**src/rtl/csv_line_field_splitter_unit_assert.svh**
```systemverilog
// Assertion macros shared by the CSV line field splitter modules.
`ifndef CSV_LINE_FIELD_SPLITTER_UNIT_ASSERT_SVH
`define CSV_LINE_FIELD_SPLITTER_UNIT_ASSERT_SVH
`ifndef ASSERT_OFF
`define CSVFS_ASSERT_IMPLY(label, clk, rstn, ante, cons) \
    label: assert property (@(posedge clk) disable iff (!(rstn)) (ante) |-> (cons)) \
        else $error("csvfs assertion failed");
`define CSVFS_ASSERT_NEXT(label, clk, rstn, ante, cons) \
    label: assert property (@(posedge clk) disable iff (!(rstn)) (ante) |=> (cons)) \
        else $error("csvfs assertion failed");
`else
`define CSVFS_ASSERT_IMPLY(label, clk, rstn, ante, cons)
`define CSVFS_ASSERT_NEXT(label, clk, rstn, ante, cons)
`endif
`endif

```
**src/rtl/csvfs_pkg.sv**
```systemverilog
// Package with the types and constants of the CSV line field splitter.
`timescale 1ns / 1ps
package csvfs_pkg;

    localparam int MAX_COLUMNS_DEFAULT = 32;
    localparam int QUEUE_DEPTH_DEFAULT = 4;

    localparam logic [7:0] BACKSLASH_CODE = 8'h5C;

    localparam logic [7:0] SEPARATOR_RESET = 8'd44;
    localparam logic [7:0] QUOTE_RESET     = 8'd34;
    localparam logic       CHECK_RESET     = 1'b1;
    localparam logic [5:0] EXPECTED_RESET  = 6'd1;

    typedef enum logic [1:0] {
        KIND_CHAR      = 2'd0,
        KIND_FIELD_END = 2'd1,
        KIND_LINE_END  = 2'd2
    } kind_t;

    typedef enum logic [1:0] {
        CFG_SEPARATOR = 2'd0,
        CFG_QUOTE     = 2'd1,
        CFG_CHECK     = 2'd2,
        CFG_EXPECTED  = 2'd3
    } cfg_idx_t;

    // One classified input item: up to two single results, a run of padding
    // field ends and an optional line end, emitted in that order.
    typedef struct packed {
        logic       s0_v;
        kind_t      s0_kind;
        logic [7:0] s0_char;
        logic       s1_v;
        kind_t      s1_kind;
        logic [7:0] s1_char;
        logic [4:0] idx;
        logic [5:0] pad_cnt;
        logic [4:0] pad_idx;
        logic       line_end;
        logic       quote_err;
    } cmd_t;

endpackage

```
**src/rtl/csvfs_front.sv**
```systemverilog
// Front end: configuration registers, parser state and item classification.
`timescale 1ns / 1ps
module csvfs_front #(
    parameter int MAX_COLUMNS = csvfs_pkg::MAX_COLUMNS_DEFAULT
) (
    input  logic              aclk,
    input  logic              aresetn,
    input  logic              cfg_wr_en,
    input  logic [1:0]        cfg_addr,
    input  logic [7:0]        cfg_wdata,
    input  logic              s_tvalid,
    output logic              s_tready,
    input  logic [7:0]        s_char,
    input  logic              s_eol,
    input  logic              q_full_i,
    output logic              push_o,
    output csvfs_pkg::cmd_t   cmd_o
);

    localparam int CAP = (MAX_COLUMNS < 32) ? MAX_COLUMNS : 32;
    localparam logic [5:0] CAP_W = 6'(CAP);

    logic [7:0] sep_reg, quote_reg;
    logic       check_reg;
    logic [5:0] expected_reg;

    logic       in_quotes_reg, in_quotes_next;
    logic       esc_reg, esc_next;
    logic [5:0] fc_reg, fc_next;
    logic       started_reg, started_next;

    logic [5:0] eff_exp;
    logic       kept;
    logic [4:0] cur_idx;
    logic       accept;
    logic       has_results;
    csvfs_pkg::cmd_t cmd;

    always_ff @(posedge aclk) begin
        if (!aresetn) begin
            sep_reg      <= csvfs_pkg::SEPARATOR_RESET;
            quote_reg    <= csvfs_pkg::QUOTE_RESET;
            check_reg    <= csvfs_pkg::CHECK_RESET;
            expected_reg <= csvfs_pkg::EXPECTED_RESET;
        end else if (cfg_wr_en) begin
            unique case (csvfs_pkg::cfg_idx_t'(cfg_addr))
                csvfs_pkg::CFG_SEPARATOR: sep_reg      <= cfg_wdata;
                csvfs_pkg::CFG_QUOTE:     quote_reg    <= cfg_wdata;
                csvfs_pkg::CFG_CHECK:     check_reg    <= cfg_wdata[0];
                csvfs_pkg::CFG_EXPECTED:  expected_reg <= cfg_wdata[5:0];
                default: ;
            endcase
        end
    end

    always_comb begin
        if (expected_reg == 6'd0) begin
            eff_exp = 6'd1;
        end else if (expected_reg > CAP_W) begin
            eff_exp = CAP_W;
        end else begin
            eff_exp = expected_reg;
        end
    end

    assign kept     = !check_reg || (fc_reg < eff_exp);
    assign cur_idx  = (fc_reg > 6'd31) ? 5'd31 : fc_reg[4:0];
    assign s_tready = !q_full_i;
    assign accept   = s_tvalid && s_tready;

    always_comb begin
        logic                 do_plain;
        logic                 p_v;
        csvfs_pkg::kind_t     p_kind;
        logic [7:0]           p_char;
        logic [6:0]           fc_plus;
        logic                 no_err;

        do_plain = 1'b0;
        p_v      = 1'b0;
        p_kind   = csvfs_pkg::KIND_CHAR;
        p_char   = 8'd0;
        fc_plus  = {1'b0, fc_reg} + 7'd1;
        no_err   = !in_quotes_reg;

        cmd            = '0;
        cmd.s0_kind    = csvfs_pkg::KIND_CHAR;
        cmd.s1_kind    = csvfs_pkg::KIND_CHAR;
        cmd.idx        = cur_idx;
        in_quotes_next = in_quotes_reg;
        esc_next       = esc_reg;
        fc_next        = fc_reg;
        started_next   = started_reg;

        if (!s_eol) begin
            started_next = 1'b1;
            do_plain     = 1'b1;
            if (esc_reg) begin
                esc_next    = 1'b0;
                cmd.s0_v    = kept;
                cmd.s0_kind = csvfs_pkg::KIND_CHAR;
                if (s_char == quote_reg || s_char == csvfs_pkg::BACKSLASH_CODE) begin
                    cmd.s0_char = s_char;
                    do_plain    = 1'b0;
                end else begin
                    cmd.s0_char = csvfs_pkg::BACKSLASH_CODE;
                end
            end
            if (do_plain) begin
                // Separator wins over quote, quote over backslash.
                if (!in_quotes_reg && s_char == sep_reg) begin
                    p_v    = kept;
                    p_kind = csvfs_pkg::KIND_FIELD_END;
                    if (fc_reg != 6'd63) begin
                        fc_next = fc_plus[5:0];
                    end
                end else if (s_char == quote_reg) begin
                    in_quotes_next = !in_quotes_reg;
                end else if (s_char == csvfs_pkg::BACKSLASH_CODE) begin
                    esc_next = 1'b1;
                end else begin
                    p_v    = kept;
                    p_char = s_char;
                end
                if (esc_reg) begin
                    cmd.s1_v    = p_v;
                    cmd.s1_kind = p_kind;
                    cmd.s1_char = p_char;
                end else begin
                    cmd.s0_v    = p_v;
                    cmd.s0_kind = p_kind;
                    cmd.s0_char = p_char;
                end
            end
        end else if (started_reg) begin
            // A backslash still pending at line end is kept literally.
            cmd.s0_v      = esc_reg && kept;
            cmd.s0_char   = csvfs_pkg::BACKSLASH_CODE;
            cmd.s1_v      = kept;
            cmd.s1_kind   = csvfs_pkg::KIND_FIELD_END;
            cmd.pad_idx   = fc_plus[4:0];
            if (no_err && check_reg && (fc_plus < {1'b0, eff_exp})) begin
                cmd.pad_cnt = eff_exp - 6'd1 - fc_reg;
            end
            cmd.line_end  = 1'b1;
            cmd.quote_err = in_quotes_reg;
            in_quotes_next = 1'b0;
            esc_next       = 1'b0;
            fc_next        = 6'd0;
            started_next   = 1'b0;
        end
    end

    assign has_results = cmd.s0_v || cmd.s1_v || cmd.line_end;
    assign push_o      = accept && has_results;
    assign cmd_o       = cmd;

    always_ff @(posedge aclk) begin
        if (!aresetn) begin
            in_quotes_reg <= 1'b0;
            esc_reg       <= 1'b0;
            fc_reg        <= 6'd0;
            started_reg   <= 1'b0;
        end else if (accept) begin
            in_quotes_reg <= in_quotes_next;
            esc_reg       <= esc_next;
            fc_reg        <= fc_next;
            started_reg   <= started_next;
        end
    end

endmodule

```
**src/rtl/csvfs_cmd_queue.sv**
```systemverilog
// Short register queue of classified items between front and back end.
`timescale 1ns / 1ps
`include "csv_line_field_splitter_unit_assert.svh"
module csvfs_cmd_queue #(
    parameter int DEPTH = csvfs_pkg::QUEUE_DEPTH_DEFAULT
) (
    input  logic            aclk,
    input  logic            aresetn,
    input  logic            push_i,
    input  csvfs_pkg::cmd_t data_i,
    output logic            full_o,
    input  logic            pop_i,
    output logic            valid_o,
    output csvfs_pkg::cmd_t data_o
);

    localparam int PTR_W = (DEPTH > 1) ? $clog2(DEPTH) : 1;
    localparam int CNT_W = $clog2(DEPTH + 1);
    localparam logic [PTR_W-1:0] LAST_PTR = PTR_W'(DEPTH - 1);
    localparam logic [CNT_W-1:0] FULL_CNT = CNT_W'(DEPTH);

    csvfs_pkg::cmd_t      entry_reg [DEPTH];
    logic [PTR_W-1:0]     wr_ptr_reg, wr_ptr_next;
    logic [PTR_W-1:0]     rd_ptr_reg, rd_ptr_next;
    logic [CNT_W-1:0]     count_reg, count_next;

    assign full_o  = (count_reg == FULL_CNT);
    assign valid_o = (count_reg != '0);
    assign data_o  = entry_reg[rd_ptr_reg];

    always_comb begin
        wr_ptr_next = wr_ptr_reg;
        rd_ptr_next = rd_ptr_reg;
        count_next  = count_reg;
        if (push_i) begin
            wr_ptr_next = (wr_ptr_reg == LAST_PTR) ? '0 : wr_ptr_reg + PTR_W'(1);
        end
        if (pop_i) begin
            rd_ptr_next = (rd_ptr_reg == LAST_PTR) ? '0 : rd_ptr_reg + PTR_W'(1);
        end
        if (push_i && !pop_i) begin
            count_next = count_reg + CNT_W'(1);
        end else if (pop_i && !push_i) begin
            count_next = count_reg - CNT_W'(1);
        end
    end

    always_ff @(posedge aclk) begin
        if (!aresetn) begin
            wr_ptr_reg <= '0;
            rd_ptr_reg <= '0;
            count_reg  <= '0;
        end else begin
            wr_ptr_reg <= wr_ptr_next;
            rd_ptr_reg <= rd_ptr_next;
            count_reg  <= count_next;
        end
    end

    always_ff @(posedge aclk) begin
        if (push_i) begin
            entry_reg[wr_ptr_reg] <= data_i;
        end
    end

    `CSVFS_ASSERT_IMPLY(a_no_push_full, aclk, aresetn, full_o, !push_i)
    `CSVFS_ASSERT_IMPLY(a_no_pop_empty, aclk, aresetn, !valid_o, !pop_i)
    `CSVFS_ASSERT_NEXT(a_last_pop_empties, aclk, aresetn,
        pop_i && !push_i && count_reg == CNT_W'(1), !valid_o)

endmodule

```
**src/rtl/csvfs_back.sv**
```systemverilog
// Back end: expands queued items into results behind an output register.
`timescale 1ns / 1ps
`include "csv_line_field_splitter_unit_assert.svh"
module csvfs_back (
    input  logic              aclk,
    input  logic              aresetn,
    input  logic              q_valid_i,
    input  csvfs_pkg::cmd_t   q_data_i,
    output logic              pop_o,
    output logic              m_tvalid,
    input  logic              m_tready,
    output csvfs_pkg::kind_t  m_kind,
    output logic [7:0]        m_char,
    output logic [4:0]        m_index,
    output logic              m_err,
    output logic              m_tlast
);

    csvfs_pkg::cmd_t  cur_reg, cur_next, cleared;
    logic             have, rem, out_free, emit, load;
    csvfs_pkg::kind_t pick_kind;
    logic [7:0]       pick_char;
    logic [4:0]       pick_idx;
    logic             pick_err;

    logic             out_valid_reg, out_valid_next;
    csvfs_pkg::kind_t out_kind_reg, out_kind_next;
    logic [7:0]       out_char_reg, out_char_next;
    logic [4:0]       out_idx_reg, out_idx_next;
    logic             out_err_reg, out_err_next;
    logic             out_last_reg, out_last_next;

    assign have = cur_reg.s0_v || cur_reg.s1_v || (cur_reg.pad_cnt != 6'd0) ||
                  cur_reg.line_end;

    // Picks the next result of the current item and what is left after it.
    always_comb begin
        cleared   = cur_reg;
        pick_kind = csvfs_pkg::KIND_LINE_END;
        pick_char = 8'd0;
        pick_idx  = 5'd0;
        pick_err  = 1'b0;
        rem       = 1'b0;
        if (cur_reg.s0_v) begin
            pick_kind    = cur_reg.s0_kind;
            pick_char    = cur_reg.s0_char;
            pick_idx     = cur_reg.idx;
            cleared.s0_v = 1'b0;
            rem = cur_reg.s1_v || (cur_reg.pad_cnt != 6'd0) || cur_reg.line_end;
        end else if (cur_reg.s1_v) begin
            pick_kind    = cur_reg.s1_kind;
            pick_char    = cur_reg.s1_char;
            pick_idx     = cur_reg.idx;
            cleared.s1_v = 1'b0;
            rem = (cur_reg.pad_cnt != 6'd0) || cur_reg.line_end;
        end else if (cur_reg.pad_cnt != 6'd0) begin
            pick_kind       = csvfs_pkg::KIND_FIELD_END;
            pick_idx        = cur_reg.pad_idx;
            cleared.pad_cnt = cur_reg.pad_cnt - 6'd1;
            cleared.pad_idx = cur_reg.pad_idx + 5'd1;
            rem = (cur_reg.pad_cnt != 6'd1) || cur_reg.line_end;
        end else begin
            pick_err         = cur_reg.quote_err;
            cleared.line_end = 1'b0;
        end
    end

    assign out_free = !out_valid_reg || m_tready;
    assign emit     = have && out_free;
    // The next item is loaded as soon as the current one gives its last result.
    assign load     = q_valid_i && (!have || (emit && !rem));
    assign pop_o    = load;

    always_comb begin
        if (load) begin
            cur_next = q_data_i;
        end else if (emit) begin
            cur_next = cleared;
        end else begin
            cur_next = cur_reg;
        end
    end

    always_comb begin
        out_valid_next = out_valid_reg;
        out_kind_next  = out_kind_reg;
        out_char_next  = out_char_reg;
        out_idx_next   = out_idx_reg;
        out_err_next   = out_err_reg;
        out_last_next  = out_last_reg;
        if (out_free) begin
            out_valid_next = emit;
            out_kind_next  = pick_kind;
            out_char_next  = pick_char;
            out_idx_next   = pick_idx;
            out_err_next   = pick_err;
            out_last_next  = !rem;
        end
    end

    always_ff @(posedge aclk) begin
        if (!aresetn) begin
            cur_reg       <= '0;
            out_valid_reg <= 1'b0;
        end else begin
            cur_reg       <= cur_next;
            out_valid_reg <= out_valid_next;
        end
    end

    always_ff @(posedge aclk) begin
        out_kind_reg <= out_kind_next;
        out_char_reg <= out_char_next;
        out_idx_reg  <= out_idx_next;
        out_err_reg  <= out_err_next;
        out_last_reg <= out_last_next;
    end

    assign m_tvalid = out_valid_reg;
    assign m_kind   = out_kind_reg;
    assign m_char   = out_char_reg;
    assign m_index  = out_idx_reg;
    assign m_err    = out_err_reg;
    assign m_tlast  = out_last_reg;

    `CSVFS_ASSERT_IMPLY(a_line_end_clean, aclk, aresetn,
        m_tvalid && m_kind == csvfs_pkg::KIND_LINE_END,
        m_tlast && m_char == 8'd0 && m_index == 5'd0)
    `CSVFS_ASSERT_IMPLY(a_field_end_no_char, aclk, aresetn,
        m_tvalid && m_kind == csvfs_pkg::KIND_FIELD_END, m_char == 8'd0 && !m_err)
    `CSVFS_ASSERT_NEXT(a_run_unbroken, aclk, aresetn,
        m_tvalid && m_tready && !m_tlast, m_tvalid)

endmodule

```
**src/rtl/csv_line_field_splitter_unit.sv**
```systemverilog
// Top level of the CSV line field splitter.
//
//  port group   dir   payload
//  s_*          in    tdata[7:0] character, tlast end of line
//  m_*          out   tdata character/field index/quote error, tuser kind,
//                     tlast final result of the request
//  cfg_*        in    register writes, index 0..3, 8-bit data
//
// The front end takes one request per cycle while s_tready is high; the back end
// emits one result per cycle while it holds results and its output is free (up to 34
// on a padded line end), a rate set by the single output register it emits through.
// The front end keeps taking requests until the command queue (QUEUE_DEPTH entries)
// fills, so short bursts hide. Reset is synchronous; there is no clearing pass. A
// result passes through the command queue, the current-item register and the output register.
`timescale 1ns / 1ps
module csv_line_field_splitter_unit #(
    parameter int MAX_COLUMNS = csvfs_pkg::MAX_COLUMNS_DEFAULT,
    parameter int QUEUE_DEPTH = csvfs_pkg::QUEUE_DEPTH_DEFAULT
) (
    input  logic        aclk,
    input  logic        aresetn,
    input  logic        cfg_wr_en,
    input  logic [1:0]  cfg_addr,
    input  logic [7:0]  cfg_wdata,
    input  logic        s_tvalid,
    output logic        s_tready,
    input  logic [7:0]  s_tdata,   // [7:0] char_code
    input  logic        s_tlast,
    output logic        m_tvalid,
    input  logic        m_tready,
    output logic [15:0] m_tdata,   // [7:0] out_char, [12:8] field_index, [13] quote_error
    output logic [1:0]  m_tuser,   // [1:0] kind
    output logic        m_tlast
);

    logic             push, pop, q_full, q_valid;
    csvfs_pkg::cmd_t  push_cmd, head_cmd;
    csvfs_pkg::kind_t out_kind;
    logic [7:0]       out_char;
    logic [4:0]       out_idx;
    logic             out_err;

    csvfs_front #(
        .MAX_COLUMNS (MAX_COLUMNS)
    ) u_front (
        .aclk      (aclk),
        .aresetn   (aresetn),
        .cfg_wr_en (cfg_wr_en),
        .cfg_addr  (cfg_addr),
        .cfg_wdata (cfg_wdata),
        .s_tvalid  (s_tvalid),
        .s_tready  (s_tready),
        .s_char    (s_tdata),
        .s_eol     (s_tlast),
        .q_full_i  (q_full),
        .push_o    (push),
        .cmd_o     (push_cmd)
    );

    csvfs_cmd_queue #(
        .DEPTH (QUEUE_DEPTH)
    ) u_queue (
        .aclk    (aclk),
        .aresetn (aresetn),
        .push_i  (push),
        .data_i  (push_cmd),
        .full_o  (q_full),
        .pop_i   (pop),
        .valid_o (q_valid),
        .data_o  (head_cmd)
    );

    csvfs_back u_back (
        .aclk      (aclk),
        .aresetn   (aresetn),
        .q_valid_i (q_valid),
        .q_data_i  (head_cmd),
        .pop_o     (pop),
        .m_tvalid  (m_tvalid),
        .m_tready  (m_tready),
        .m_kind    (out_kind),
        .m_char    (out_char),
        .m_index   (out_idx),
        .m_err     (out_err),
        .m_tlast   (m_tlast)
    );

    assign m_tdata = {2'b00, out_err, out_idx, out_char};
    assign m_tuser = out_kind;

endmodule

```
**config.mk**
```make
export PLATFORM = sky130hd
export DESIGN_NAME = csv_line_field_splitter_unit
export DESIGN_NICKNAME = d
export VERILOG_FILES = /design/src/rtl/csvfs_pkg.sv /design/src/rtl/csvfs_front.sv /design/src/rtl/csvfs_cmd_queue.sv /design/src/rtl/csvfs_back.sv /design/src/rtl/csv_line_field_splitter_unit.sv
export VERILOG_INCLUDE_DIRS = /design/src /design/src/rtl
export SDC_FILE = /design/constraint.sdc
export NUM_CORES = 1
export LEC_CHECK = 0
export BUFFER_PORTS_ARGS = -buffer_cell sky130_fd_sc_hd__buf_2
export CAP_MARGIN = 20
export CORE_UTILIZATION = 50
export CTS_CLUSTER_DIAMETER = 150
export DETAILED_ROUTE_END_ITERATION = 16
export PLACE_DENSITY_LB_ADDON = 0.2
export SETUP_SLACK_MARGIN = 0.15
export SYNTH_ARGS = -nofsm -noshare
export SYNTH_HDL_FRONTEND = slang
export SYNTH_HIERARCHICAL = 1
export SYNTH_SLANG_ARGS = --single-unit
```
**constraint.sdc**
```tcl
create_clock -name aclk -period 11.5 [get_ports aclk]
set_clock_uncertainty 0.15 [all_clocks]
set_input_delay 1.725 -clock aclk [delete_from_list [all_inputs] [get_ports aclk]]
set_output_delay 1.725 -clock aclk [all_outputs]
set_load 0.1 [all_outputs]
```
==> impl_metrics.xml, run 1 <==
<?xml version="1.0" encoding="UTF-8"?>
<metrics>
  <group name="synth">
    <metric name="netlist_top_cells_area" unit="">sky130_fd_sc_hd__edfxtp_1 (48%), sky130_fd_sc_hd__dfxtp_1 (15%), sky130_fd_sc_hd__mux4_2 (8.1%)</metric>
    <metric name="top_flip_flop_cell_by_instance_count_after_synthesis" unit="">sky130_fd_sc_hd__edfxtp_1</metric>
    <metric name="synth_sequential_area_ratio" unit="">0.6226</metric>
    <metric name="synth_cell_types" unit="">65</metric>
    <metric name="synth_seq_cells" unit="">259</metric>
    <metric name="post_synth_design_cell_area" unit="um^2">11170</metric>
    <metric name="synth_edf_count" unit="">177</metric>
    <metric name="syn-instance-count" unit="">824</metric>
    <metric name="synth.avg_cell_area" unit="um^2">13.56</metric>
    <metric name="synth_area_leader_cell" unit="">sky130_fd_sc_hd__edfxtp_1</metric>
    <metric name="postSynth.asyncResetShare" unit="">0</metric>
    <metric name="synthesis.yosys.warnings" unit="">6</metric>
    <metric name="post-synth-top-area-fraction" unit="">0.4757</metric>
  </group>
  <group name="hold_path">
    <metric name="min_delay_path_depth" unit="">2</metric>
    <metric name="worstHoldEndpoint" unit="">u_back/cleared[0]</metric>
    <metric name="hp_start" unit="">u_back/cleared[0]</metric>
    <metric name="hp-class" unit="">flip-flop to flip-flop</metric>
  </group>
  <group name="setup_path">
    <metric name="critPathLaunchType" unit="">input port</metric>
    <metric name="setup.worst_path.class" unit="">input port to flip-flop</metric>
    <metric name="setup.worst_path.end_class" unit="">flip-flop</metric>
    <metric name="r2r_end" unit="">u_queue/count_reg[2]</metric>
    <metric name="crit_required" unit="ns">11.79</metric>
    <metric name="crit_chain" unit="">buf_2, xnor2_1, nand3_1, or4_4, a311o_1, o22ai_1, ha_1, inv_1, fa_1, xor2_1, or3_1, a21boi_0</metric>
    <metric name="worst_r2r_startpoint" unit="">u_front/expected_reg[1]</metric>
    <metric name="crit_path_max_incr_delay" unit="ns">0.60</metric>
    <metric name="cpMaxStageDelayCell" unit="">sky130_fd_sc_hd__o22ai_1</metric>
    <metric name="timing.critical_path.arrival" unit="ns">5.06</metric>
    <metric name="max_fanout_on_critical_path" unit="">10</metric>
    <metric name="path_delay_family" unit="">compound AO/OA/AOI/OAI gates</metric>
    <metric name="reg2regPathDepth" unit="">17</metric>
    <metric name="worst-path-buf-inv" unit="">2</metric>
    <metric name="setup.reg_to_reg.worst_slack" unit="ns">7.14</metric>
  </group>
  <group name="clock_tree">
    <metric name="tritoncts" unit="">done</metric>
    <metric name="cts_buffers" unit="">27</metric>
    <metric name="post_cts_hold_buffer_count" unit="">0</metric>
    <metric name="numClockSinks" unit="">259</metric>
    <metric name="max-clock-path-buffers" unit="">3</metric>
    <metric name="cts.repair_timing.setup_buffer_count" unit="">0</metric>
    <metric name="clkLatencyLatePin" unit="ns">0.53</metric>
    <metric name="clk_pin_slew_worst_paths" unit="ns">0.06</metric>
    <metric name="post_cts.resized_instances" unit="">0</metric>
    <metric name="cts.htree.levels" unit="">1</metric>
    <metric name="clockRootBuffer" unit="">sky130_fd_sc_hd__clkbuf_16</metric>
  </group>
  <group name="placement">
    <metric name="routabilityCongestion" unit="">0.8975</metric>
    <metric name="detailed_place_hpwl" unit="um">14860</metric>
    <metric name="place_ws" unit="ns">6.181</metric>
    <metric name="port-buffer-count" unit="">42</metric>
  </group>
  <group name="cells_and_area">
    <metric name="most-common-layout-cells" unit="">sky130_fd_sc_hd__edfxtp_1 (177), sky130_fd_sc_hd__dfxtp_1 (81), sky130_fd_sc_hd__o21ai_0 (52)</metric>
    <metric name="final_layout_size_suffix_gt1_frac" unit="">0.1775</metric>
    <metric name="mostFrequentLayoutCell" unit="">sky130_fd_sc_hd__edfxtp_1</metric>
    <metric name="largest_reg_flops" unit="">160</metric>
    <metric name="post_synthesis_to_final_layout_area_growth" unit="%">11.51</metric>
    <metric name="final_nets" unit="">909</metric>
    <metric name="insertedDiodeCount" unit="">0</metric>
  </group>
  <group name="global_routing">
    <metric name="vias_in_the_first_global_route" unit="">6602</metric>
    <metric name="global_route.usage.total" unit="">0.2038</metric>
    <metric name="grt_max_degree" unit="">41</metric>
    <metric name="globalRoute.totalOverflow" unit="">0</metric>
    <metric name="grt_first_pass_wirelength" unit="um">35440</metric>
    <metric name="grt_antenna_before_repair" unit="">0</metric>
  </group>
  <group name="sta">
    <metric name="timing.max_slew.rel_slack" unit="">0.2762</metric>
    <metric name="final_period_minus_worst_setup_slack" unit="ns">4.774</metric>
    <metric name="max_freq" unit="MHz">209.5</metric>
    <metric name="finalMaxSlewViolations" unit="">0</metric>
    <metric name="setup_slack" unit="ns">6.726</metric>
    <metric name="final_min_period_over_clock_period" unit="">0.4151</metric>
    <metric name="worst_pin_slew" unit="ns">1.086</metric>
    <metric name="setup_viol" unit="">0</metric>
    <metric name="finalHoldWorstSlack" unit="ns">0.3243</metric>
    <metric name="hold_viol_final" unit="">0</metric>
    <metric name="timing.setup.tns" unit="ns">0</metric>
    <metric name="rsz0062_at_grt" unit="">false</metric>
  </group>
  <group name="die">
    <metric name="fp.dieH" unit="um">151.5</metric>
    <metric name="die_width" unit="um">151.5</metric>
    <metric name="number_of_placement_rows" unit="">54</metric>
    <metric name="fp.coreArea" unit="um^2">21890</metric>
    <metric name="dieArea" unit="um^2">22950</metric>
    <metric name="ioPinCount" unit="">45</metric>
    <metric name="initial_core_util" unit="">0.5104</metric>
  </group>
  <group name="power_and_ir_drop">
    <metric name="power_frac_clock" unit="">0.315</metric>
    <metric name="sequentialPowerShare" unit="">0.409</metric>
    <metric name="leakagePower" unit="nW">4.391</metric>
    <metric name="share_comb_of_total_power" unit="">0.276</metric>
    <metric name="sw_frac_of_total" unit="">0.3303</metric>
    <metric name="power.total" unit="mW">2.852</metric>
    <metric name="pwr_density_cell" unit="nW/um^2">228.9</metric>
    <metric name="max-vdd-ir-drop" unit="uV">117.7</metric>
    <metric name="intPower" unit="mW">1.910</metric>
    <metric name="p_switching" unit="mW">0.9422</metric>
  </group>
  <group name="detailed_routing">
    <metric name="detailed_route_wl" unit="um">22230</metric>
    <metric name="drt_first_pass_iters" unit="">5</metric>
    <metric name="drt_first_iter_violations" unit="">471</metric>
    <metric name="vias" unit="">6642</metric>
    <metric name="antenna_violating_nets_post_route" unit="">0</metric>
    <metric name="avgViaCountPerCell" unit="">5.731</metric>
    <metric name="drt-wirelength-per-cell" unit="um">19.18</metric>
    <metric name="drc" unit="">0</metric>
  </group>
  <group name="run">
    <metric name="cap_viol_max_count" unit="">0</metric>
  </group>
  <group name="status">
    <metric name="status" unit="">completed</metric>
  </group>
</metrics>
-- worst max-delay path by stage --
stage / slack [ns] / depth (start not counted) / startpoint / endpoint
after global placement: 6.30 / 7 / s_tdata[1] / u_queue/entry_reg[3][38]
after CTS: 6.70 / 12 / s_tdata[7] / u_queue/count_reg[2]
final: 6.73 / 12 / s_tdata[7] / u_queue/count_reg[2]
after floorplan: 6.69 / 7 / s_tdata[6] / u_queue/entry_reg[0][0]
after global routing: 6.49 / 12 / s_tdata[1] / u_queue/count_reg[2]
after detailed placement: 6.18 / 12 / s_tdata[7] / u_queue/count_reg[2]
-- worst min-delay path, delay by kind of cell, from the launching register on --
family	cells	cell delay (ns)
flops	1	0.30
compound gates	2	0.12
-- routing by layer --
metal,up-vias,track usage,share of wire
li1,3125,-,-
met1,3299,0.2841,0.45
met2,182,0.3311,0.48
met3,36,0.03054,0.052
met4,0,0.06150,0.022
met5,-,0,0
-- cell type report --
class	count	area [um^2]
clock buffers	34	732.0
well taps	280	350.3
fillers	1806	9432
flip-flops and latches	259	6958
repair buffers	48	275.3
multi-input cells	491	3824
inverters	31	116.4
clock inverters	16	203.9
-- through the flow --
stage | utilization | std cells | instance area, um^2
6_report | 0.5692 | 1159 | 12460
5_1_grt | 0.5692 | 1159 | 12460
4_1_cts | 0.5679 | 1158 | 12430
3_5_place_dp | 0.5251 | 1108 | 11500
3_3_place_gp | 0.5251 | 1108 | 11500
2_1_floorplan | - | 826 | 11180
-- synthesized netlist by cell type (all sizes together) (3+ instances only) --
cell / count
o31ai: 8
or2: 8
nand2b: 3
a21oi: 49
dfxtp: 82
nand2: 49
nor4: 3
o21ai: 54
and3: 4
inv: 30
nor3: 13
nand3: 39
buf: 24
o2bb2ai: 3
ha: 25
nand4: 5
o21a: 11
nor2b: 13
mux2i: 26
mux4: 40
nand3b: 4
nor2: 40
nor3b: 4
xor2: 7
and2: 21
edfxtp: 177
xnor2: 26
or3: 5
clkbuf: 21
-- kinds of logic after synthesis --
kind of cell,Yosys count,share of synthesized area
flip-flops,259,0.6226
AND/OR/NAND/NOR,217,0.1008
AO/OA/AOI/OAI,144,0.07828
buffers and inverters,76,0.03628
multiplexers,66,0.1039
XOR/XNOR,33,0.02587
adder cells (fa/ha/maj),27,0.03158
other,2,0.0006721
-- power by group through the flow --
stage,combinational (mW),sequential (mW),clock (mW)
5_1_grt,0.855,1.18,0.952
4_1_cts,0.789,1.17,0.918
2_1_floorplan,0.542,1.31,0
3_5_place_dp,0.786,1.19,0
6_report,0.786,1.17,0.899
3_3_place_gp,0.777,1.18,0
Power figures use the tool's default switching activity.
==> run 2: changes to the inputs <==
--- a/config.mk
+++ b/config.mk
@@ -6,6 +6,7 @@
 export SDC_FILE = /design/constraint.sdc
 export NUM_CORES = 1
 export LEC_CHECK = 0
+export ABC_AREA = 1
 export BUFFER_PORTS_ARGS = -buffer_cell sky130_fd_sc_hd__buf_2
 export CAP_MARGIN = 20
 export CORE_UTILIZATION = 50
==> constraint.sdc (replaced) <==
create_clock -name aclk -period 4.1 [get_ports aclk]
set_clock_uncertainty 0.15 [all_clocks]
set_input_delay 0.615 -clock aclk [delete_from_list [all_inputs] [get_ports aclk]]
set_output_delay 0.615 -clock aclk [all_outputs]
set_load 0.1 [all_outputs]
==> run 2 against run 1 <==
Register-to-register slack worse by 6.4 ns. Routed wire length is 8.9% higher. Non-clock buffer count is 8 higher. Total power grew to 3.2 times the previous value. Largest cell class unchanged. Highest routed layer unchanged.
==> impl_metrics.xml, run 2 <==
<?xml version="1.0" encoding="UTF-8"?>
<metrics>
  <group name="global_routing">
    <metric name="globalRoute.totalOverflow" unit="">0</metric>
    <metric name="global_route.usage.total" unit="">0.2065</metric>
    <metric name="grt_max_degree" unit="">81</metric>
    <metric name="grt_first_pass_wirelength" unit="um">39520</metric>
    <metric name="grt_antenna_before_repair" unit="">0</metric>
    <metric name="vias_in_the_first_global_route" unit="">7672</metric>
  </group>
  <group name="synth">
    <metric name="synth_cell_types" unit="">43</metric>
    <metric name="post_synth_design_cell_area" unit="um^2">11790</metric>
    <metric name="netlist_top_cells_area" unit="">sky130_fd_sc_hd__edfxtp_1 (45%), sky130_fd_sc_hd__dfxtp_1 (14%), sky130_fd_sc_hd__nor2_1 (6.9%)</metric>
    <metric name="synth_seq_cells" unit="">259</metric>
    <metric name="synth_edf_count" unit="">177</metric>
    <metric name="synth_area_leader_cell" unit="">sky130_fd_sc_hd__edfxtp_1</metric>
    <metric name="syn-instance-count" unit="">1200</metric>
    <metric name="synthesis.yosys.warnings" unit="">6</metric>
    <metric name="synth.avg_cell_area" unit="um^2">9.824</metric>
    <metric name="post_synth_most_frequent_cells" unit="">sky130_fd_sc_hd__nor2_1 (218), sky130_fd_sc_hd__nand2_1 (180), sky130_fd_sc_hd__edfxtp_1 (177)</metric>
    <metric name="top_flip_flop_cell_by_instance_count_after_synthesis" unit="">sky130_fd_sc_hd__edfxtp_1</metric>
    <metric name="post-synth-top-count-cell" unit="">sky130_fd_sc_hd__nor2_1</metric>
    <metric name="postSynth.asyncResetShare" unit="">0</metric>
    <metric name="synth_sequential_area_ratio" unit="">0.5901</metric>
    <metric name="post-synth-top-area-fraction" unit="">0.4509</metric>
  </group>
  <group name="sta">
    <metric name="hold_viol_final" unit="">0</metric>
    <metric name="timing.setup.tns" unit="ns">0</metric>
    <metric name="final_period_minus_worst_setup_slack" unit="ns">3.389</metric>
    <metric name="final_min_period_over_clock_period" unit="">0.8266</metric>
    <metric name="max_freq" unit="MHz">295.1</metric>
    <metric name="setup_slack" unit="ns">0.7107</metric>
    <metric name="worst_pin_slew" unit="ns">0.9492</metric>
    <metric name="timing.max_slew.rel_slack" unit="">0.3672</metric>
    <metric name="setup_viol" unit="">0</metric>
    <metric name="finalMaxSlewViolations" unit="">0</metric>
    <metric name="rsz0062_at_grt" unit="">false</metric>
  </group>
  <group name="die">
    <metric name="die_width" unit="um">155.6</metric>
    <metric name="initial_core_util" unit="">0.5160</metric>
    <metric name="fp.coreArea" unit="um^2">22850</metric>
    <metric name="number_of_placement_rows" unit="">55</metric>
    <metric name="fp.dieH" unit="um">155.6</metric>
    <metric name="ioPinCount" unit="">45</metric>
    <metric name="dieArea" unit="um^2">24200</metric>
  </group>
  <group name="clock_tree">
    <metric name="cts.htree.levels" unit="">1</metric>
    <metric name="post_cts.resized_instances" unit="">0</metric>
    <metric name="max-clock-path-buffers" unit="">3</metric>
    <metric name="tritoncts" unit="">done</metric>
    <metric name="post_cts_hold_buffer_count" unit="">0</metric>
    <metric name="clockRootBuffer" unit="">sky130_fd_sc_hd__clkbuf_16</metric>
    <metric name="clkLatencyLatePin" unit="ns">0.53</metric>
    <metric name="numClockSinks" unit="">259</metric>
    <metric name="cts_buffers" unit="">28</metric>
    <metric name="clk_pin_slew_worst_paths" unit="ns">0.06</metric>
    <metric name="cts.repair_timing.setup_buffer_count" unit="">0</metric>
  </group>
  <group name="detailed_routing">
    <metric name="drt_first_pass_iters" unit="">5</metric>
    <metric name="route.layer.met1.wl" unit="um">11550</metric>
    <metric name="vias" unit="">8183</metric>
    <metric name="avgViaCountPerCell" unit="">5.219</metric>
    <metric name="drt_first_iter_violations" unit="">638</metric>
    <metric name="detailed_route_wl" unit="um">24210</metric>
    <metric name="routed.top_layer" unit="">met4</metric>
    <metric name="antenna_violating_nets_post_route" unit="">0</metric>
    <metric name="drt-wirelength-per-cell" unit="um">15.44</metric>
    <metric name="met2_wirelength" unit="um">10860</metric>
    <metric name="drc" unit="">0</metric>
    <metric name="route.met3.wl" unit="um">1336</metric>
  </group>
  <group name="cells_and_area">
    <metric name="largest_reg_flops" unit="">160</metric>
    <metric name="final_layout_size_suffix_gt1_frac" unit="">0.1155</metric>
    <metric name="multi_input_comb_area" unit="um^2">3954</metric>
    <metric name="area.sequential" unit="um^2">6958</metric>
    <metric name="final_nets" unit="">1284</metric>
    <metric name="most-common-layout-cells" unit="">sky130_fd_sc_hd__nor2_1 (218), sky130_fd_sc_hd__nand2_1 (180), sky130_fd_sc_hd__edfxtp_1 (177)</metric>
    <metric name="insertedDiodeCount" unit="">0</metric>
    <metric name="stdcell_count" unit="">1568</metric>
    <metric name="post_synthesis_to_final_layout_area_growth" unit="%">9.818</metric>
    <metric name="fillCellCount" unit="">2085</metric>
    <metric name="mostFrequentLayoutCell" unit="">sky130_fd_sc_hd__nor2_1</metric>
  </group>
  <group name="setup_path">
    <metric name="setup.worst_path.class" unit="">flip-flop to flip-flop</metric>
    <metric name="crit_required" unit="ns">4.37</metric>
    <metric name="setup.worst_path.end_class" unit="">flip-flop</metric>
    <metric name="max_fanout_on_critical_path" unit="">6</metric>
    <metric name="critPathLaunchType" unit="">flip-flop</metric>
    <metric name="timing.critical_path.arrival" unit="ns">3.66</metric>
  </group>
  <group name="placement">
    <metric name="place_ws" unit="ns">0.6994</metric>
    <metric name="port-buffer-count" unit="">42</metric>
    <metric name="detailed_place_hpwl" unit="um">16090</metric>
    <metric name="routabilityCongestion" unit="">0.9073</metric>
    <metric name="placed_cells" unit="">1516</metric>
  </group>
  <group name="power_and_ir_drop">
    <metric name="pwr_density_cell" unit="nW/um^2">701.3</metric>
    <metric name="max-vdd-ir-drop" unit="uV">304.8</metric>
    <metric name="power.total" unit="mW">9.079</metric>
    <metric name="leakagePower" unit="nW">5.174</metric>
  </group>
  <group name="hold_path">
    <metric name="hp-class" unit="">input port to flip-flop</metric>
  </group>
  <group name="status">
    <metric name="status" unit="">completed</metric>
  </group>
  <group name="run">
    <metric name="cap_viol_max_count" unit="">0</metric>
  </group>
</metrics>
==> run 2: changes by cell type after synthesis, sizes merged, moves of 17 or more <==
cell,previous run,this run
and2,21,0
buf,24,45
inv,30,105
mux2i,26,0
mux4,40,0
nand2,49,187
nor2,40,225
o21ai,54,151
o22ai,1,43
xnor2,26,9
==> run 2: cells by family after synthesis <==
| group | after synthesis | synth area share |
|---|---|---|
| and+or+nand+nor | 487 | 0.1748 |
| DFF | 259 | 0.5901 |
| other | 2 | 0.0006370 |
| adders and majority gates | 27 | 0.02993 |
| xor gates and xnor gates | 18 | 0.01337 |
| AOI/OAI and AO/OA | 247 | 0.1160 |
| buffers and inverters | 160 | 0.07514 |
==> run 2: through the flow <==
step	util	hold slack [ns]	cell area (um^2)
3_5_place_dp	0.5271	0.3082	12040
5_1_grt	0.5666	0.1760	12950
4_1_cts	0.5666	0.1650	12950
6_report	0.5666	0.1746	12950
2_1_floorplan	-	0.2801	11800
3_3_place_gp	0.5271	0.3078	12040
==> run 2: worst paths after layout <==
check | from | endpoint | slack [ns] | cells after the start
hold reg to reg | u_back/cleared[0] | u_back/cleared[0] | 0.32 | 2
setup / recovery | u_front/expected_reg[2] | u_queue/count_reg[2] | 0.71 | 20
setup reg to reg | u_front/expected_reg[2] | u_queue/count_reg[2] | 0.71 | 20
hold / removal | cfg_wdata[6] | u_front/sep_reg[6] | 0.17 | 3
==> run 2: metal layers <==
layer	up-vias	GRT usage
li1	4138	-
met1	3794	0.2953
met2	214	0.3333
met3	37	0.02694
met4	0	0.05275
met5	-	0
==> run 2: power breakdown <==
part	internal, mW	switching, mW
Combinational	0.864	2.29
Sequential	3.24	0.247
Clock	1.48	0.966
==> run 2: layout make-up <==
| type | count | share of cell area |
|---|---|---|
| tap | 313 | 0.03025 |
| multi-input combinational | 783 | 0.3054 |
| inverter | 105 | 0.03180 |
| sequential | 259 | 0.5374 |
| clock inverter | 15 | 0.01140 |
| timing repair buffer | 56 | 0.02532 |
| clock buffer | 37 | 0.05837 |
==> run 2: critical path, stage by stage, from the launching register on <==
cell and delay [ns]:
sky130_fd_sc_hd__dfxtp_1 0.31, sky130_fd_sc_hd__nor3_1 0.18, sky130_fd_sc_hd__nand3_1 0.11, sky130_fd_sc_hd__nand2_1 0.07, sky130_fd_sc_hd__inv_1 0.05, sky130_fd_sc_hd__nor2_1 0.16
sky130_fd_sc_hd__ha_1 0.30, sky130_fd_sc_hd__a21oi_1 0.14, sky130_fd_sc_hd__o221ai_1 0.13, sky130_fd_sc_hd__nand2_1 0.12, sky130_fd_sc_hd__nand3_1 0.12, sky130_fd_sc_hd__a21oi_1 0.40
sky130_fd_sc_hd__ha_1 0.25, sky130_fd_sc_hd__inv_1 0.07, sky130_fd_sc_hd__fa_1 0.38, sky130_fd_sc_hd__inv_1 0.07, sky130_fd_sc_hd__nand2_1 0.07, sky130_fd_sc_hd__nand3_1 0.07
sky130_fd_sc_hd__nand2_1 0.05, sky130_fd_sc_hd__inv_1 0.04, sky130_fd_sc_hd__nor2_1 0.03
==> run 3: changes to the inputs <==
--- a/config.mk
+++ b/config.mk
@@ -6,7 +6,7 @@
 export SDC_FILE = /design/constraint.sdc
 export NUM_CORES = 1
 export LEC_CHECK = 0
-export ABC_AREA = 1
+export ABC_AREA = 0
 export BUFFER_PORTS_ARGS = -buffer_cell sky130_fd_sc_hd__buf_2
 export CAP_MARGIN = 20
 export CORE_UTILIZATION = 50
==> constraint.sdc (replaced) <==
create_clock -name aclk -period 2.9 [get_ports aclk]
set_clock_uncertainty 0.15 [all_clocks]
set_input_delay 0.435 -clock aclk [delete_from_list [all_inputs] [get_ports aclk]]
set_output_delay 0.435 -clock aclk [all_outputs]
set_load 0.1 [all_outputs]
==> run 3 against run 2 <==
The flow now finishes with violations (negative setup slack). Via count fell by 13%. Clock-buffer cell count shrank 7. Core utilization increased by 6.9 points. Cell area is 7.5% higher. Maximum frequency decreased by 4.0%. Global-route usage rose by 0.55 points. Cell count shrank 19%. Die area shrank 5.2%. Clock power rose by 47%. Setup slack worse by 1.3 ns. Critical path depth decreased by 3.
==> impl_metrics.xml, run 3 (synthesis results as in run 1) <==
<?xml version="1.0" encoding="UTF-8"?>
<metrics>
  <group name="power_and_ir_drop">
    <metric name="power_frac_clock" unit="">0.306</metric>
    <metric name="pwr_density_cell" unit="nW/um^2">843.4</metric>
    <metric name="share_comb_of_total_power" unit="">0.296</metric>
    <metric name="power.total" unit="mW">11.74</metric>
    <metric name="leakagePower" unit="nW">5.115</metric>
    <metric name="sw_frac_of_total" unit="">0.3271</metric>
    <metric name="sequentialPowerShare" unit="">0.398</metric>
    <metric name="intPower" unit="mW">7.897</metric>
    <metric name="p_switching" unit="mW">3.838</metric>
    <metric name="max-vdd-ir-drop" unit="uV">403.0</metric>
  </group>
  <group name="setup_path">
    <metric name="timing.critical_path.arrival" unit="ns">3.83</metric>
    <metric name="critPathLaunch" unit="">u_front/expected_reg[1]</metric>
    <metric name="setup.worst_path.end_class" unit="">flip-flop</metric>
    <metric name="critPathLaunchType" unit="">flip-flop</metric>
    <metric name="worst_r2r_startpoint" unit="">u_front/expected_reg[1]</metric>
    <metric name="setup.worst_path.class" unit="">flip-flop to flip-flop</metric>
    <metric name="crit_required" unit="ns">3.20</metric>
    <metric name="max_fanout_on_critical_path" unit="">2</metric>
  </group>
  <group name="cells_and_area">
    <metric name="mostFrequentLayoutCell" unit="">sky130_fd_sc_hd__edfxtp_1</metric>
    <metric name="final_layout_size_suffix_gt1_frac" unit="">0.2918</metric>
    <metric name="largest_reg_flops" unit="">160</metric>
    <metric name="insertedDiodeCount" unit="">0</metric>
    <metric name="most-common-layout-cells" unit="">sky130_fd_sc_hd__edfxtp_1 (177), sky130_fd_sc_hd__dfxtp_1 (79), sky130_fd_sc_hd__buf_4 (73)</metric>
    <metric name="post_synthesis_to_final_layout_area_growth" unit="%">24.54</metric>
    <metric name="final_nets" unit="">1017</metric>
  </group>
  <group name="clock_tree">
    <metric name="max-clock-path-buffers" unit="">3</metric>
    <metric name="numClockSinks" unit="">259</metric>
    <metric name="clockRootBuffer" unit="">sky130_fd_sc_hd__clkbuf_16</metric>
    <metric name="clkLatencyLatePin" unit="ns">0.52</metric>
    <metric name="tritoncts" unit="">done</metric>
    <metric name="cts.htree.levels" unit="">1</metric>
    <metric name="cts_buffers" unit="">27</metric>
    <metric name="clk_pin_slew_worst_paths" unit="ns">0.06</metric>
  </group>
  <group name="hold_path">
    <metric name="hp-class" unit="">input port to flip-flop</metric>
    <metric name="hp_start" unit="">cfg_wdata[0]</metric>
  </group>
  <group name="global_routing">
    <metric name="grt_antenna_before_repair" unit="">0</metric>
    <metric name="globalRoute.totalOverflow" unit="">0</metric>
    <metric name="global_route.usage.total" unit="">0.2119</metric>
    <metric name="grt_first_pass_wirelength" unit="um">37110</metric>
    <metric name="vias_in_the_first_global_route" unit="">7033</metric>
    <metric name="grt_max_degree" unit="">36</metric>
  </group>
  <group name="die">
    <metric name="ioPinCount" unit="">45</metric>
    <metric name="number_of_placement_rows" unit="">54</metric>
    <metric name="initial_core_util" unit="">0.5104</metric>
    <metric name="die_width" unit="um">151.5</metric>
    <metric name="fp.coreArea" unit="um^2">21890</metric>
    <metric name="fp.dieH" unit="um">151.5</metric>
    <metric name="dieArea" unit="um^2">22950</metric>
  </group>
  <group name="sta">
    <metric name="setup_slack" unit="ns">-0.6290</metric>
    <metric name="worst_pin_slew" unit="ns">0.7825</metric>
    <metric name="rsz0062_at_grt" unit="">true</metric>
    <metric name="final_min_period_over_clock_period" unit="">1.217</metric>
    <metric name="finalMaxSlewViolations" unit="">0</metric>
    <metric name="max_freq" unit="MHz">283.4</metric>
    <metric name="finalHoldWorstSlack" unit="ns">0.01652</metric>
    <metric name="hold_viol_final" unit="">0</metric>
    <metric name="final_period_minus_worst_setup_slack" unit="ns">3.529</metric>
    <metric name="timing.max_slew.rel_slack" unit="">0.4776</metric>
    <metric name="setup_viol" unit="">165</metric>
  </group>
  <group name="status">
    <metric name="violations" unit="">negative setup slack</metric>
    <metric name="status" unit="">complete, but fails checks</metric>
  </group>
  <group name="detailed_routing">
    <metric name="antenna_violating_nets_post_route" unit="">0</metric>
    <metric name="avgViaCountPerCell" unit="">5.620</metric>
    <metric name="drt_first_pass_iters" unit="">5</metric>
    <metric name="detailed_route_wl" unit="um">25090</metric>
    <metric name="vias" unit="">7121</metric>
    <metric name="drc" unit="">0</metric>
    <metric name="drt-wirelength-per-cell" unit="um">19.80</metric>
    <metric name="drt_first_iter_violations" unit="">429</metric>
  </group>
  <group name="placement">
    <metric name="detailed_place_hpwl" unit="um">15410</metric>
    <metric name="routabilityCongestion" unit="">0.8283</metric>
    <metric name="port-buffer-count" unit="">42</metric>
  </group>
  <group name="run">
    <metric name="cap_viol_max_count" unit="">0</metric>
  </group>
</metrics>
-- run 3: changes by cell type in the layout (fill, tap and decap cells not counted), moves of 13 or more --
cell	previous run	this run
sky130_fd_sc_hd__nand2_1	180	49
sky130_fd_sc_hd__o22ai_1	43	0
sky130_fd_sc_hd__xnor2_1	9	26
sky130_fd_sc_hd__nor2_1	218	39
sky130_fd_sc_hd__o21ai_0	110	51
sky130_fd_sc_hd__mux2i_1	0	25
sky130_fd_sc_hd__nor2b_1	0	13
sky130_fd_sc_hd__o21ai_1	37	1
sky130_fd_sc_hd__a21oi_1	34	47
sky130_fd_sc_hd__buf_4	13	73
sky130_fd_sc_hd__mux4_2	0	40
sky130_fd_sc_hd__and2_1	0	17
sky130_fd_sc_hd__inv_1	89	28
-- run 3: path summary, 6_finish.rpt --
check / endpoint / slack, ns / depth (start not counted)
max: u_queue/count_reg[2] / -0.63 / 17
min: u_front/sep_reg[0] / 0.02 / 3
max reg2reg: u_queue/count_reg[2] / -0.63 / 17
min reg2reg: u_back/cleared[32] / 0.33 / 2
-- run 3: final cells by class --
class                           count  area, um^2
Clock inverter                     20       240.2
Clock buffer                       30       696.9
Multi-Input combinational cell    491        3963
Inverter                           31       116.4
Tap cell                          280       350.3
Timing Repair Buffer              156        1588
Fill cell                        1604        7976
Sequential cell                   259        6960
-- run 3: metal layers --
metal / vias up / wire length, um / part of all wire / global-route usage
li1: 3340 / - / - / -
met1: 3536 / 10390 / 0.41 / 0.2810
met2: 224 / 12870 / 0.51 / 0.3667
met3: 21 / 1493 / 0.060 / 0.02964
met4: 0 / 333 / 0.013 / 0.05350
met5: - / 0 / 0 / 0
-- run 3: through the flow --
stage	setup TNS (ns)	instances	setup slack (ns)	cell area, um^2	utilization
detailed placement	-60.67	1178	-0.6899	12160	0.5553
global route	-111.81	1267	-0.8087	13910	0.6356
finish	-87.66	1267	-0.6290	13910	0.6356
CTS	-83.17	1246	-0.6222	13560	0.6195
global placement	-57.32	1178	-0.6288	12160	0.5553
floorplan	-65.32	826	-0.5381	11220	-
-- run 3: what timing repair did --
item | 4_1_cts | 5_1_grt
gates cloned | 10 | 7
pin swaps | 12 | 8
hold buffers | 0 | 0
resized for setup | 33 | 13
setup endpoints to repair | 197 | 201
setup buffers | 8 | 14
-- run 3: critical path: stages, from the launching register on --
cell                       delay, ns
sky130_fd_sc_hd__dfxtp_2        0.32
sky130_fd_sc_hd__nor4_2         0.28
sky130_fd_sc_hd__nor2_1         0.08
sky130_fd_sc_hd__nor2_1         0.16
sky130_fd_sc_hd__ha_2           0.22
sky130_fd_sc_hd__fa_2           0.21
sky130_fd_sc_hd__nor2b_1        0.05
sky130_fd_sc_hd__o21a_1         0.17
sky130_fd_sc_hd__o21a_1         0.17
sky130_fd_sc_hd__o21a_1         0.17
sky130_fd_sc_hd__o21a_1         0.20
sky130_fd_sc_hd__o22ai_4        0.14
sky130_fd_sc_hd__ha_4           0.17
sky130_fd_sc_hd__inv_2          0.04
sky130_fd_sc_hd__fa_2           0.34
sky130_fd_sc_hd__xor2_1         0.15
sky130_fd_sc_hd__or3_1          0.31
sky130_fd_sc_hd__a21boi_1       0.13
-- run 3: power groups by stage --
stage,combinational [mW],sequential (mW),clock [mW]
after floorplan,2.18,5.19,0
after global placement,3.22,4.72,0
after detailed placement,3.29,4.75,0
after CTS,3.43,4.67,3.63
after global routing,3.73,4.72,3.80
final,3.47,4.67,3.59
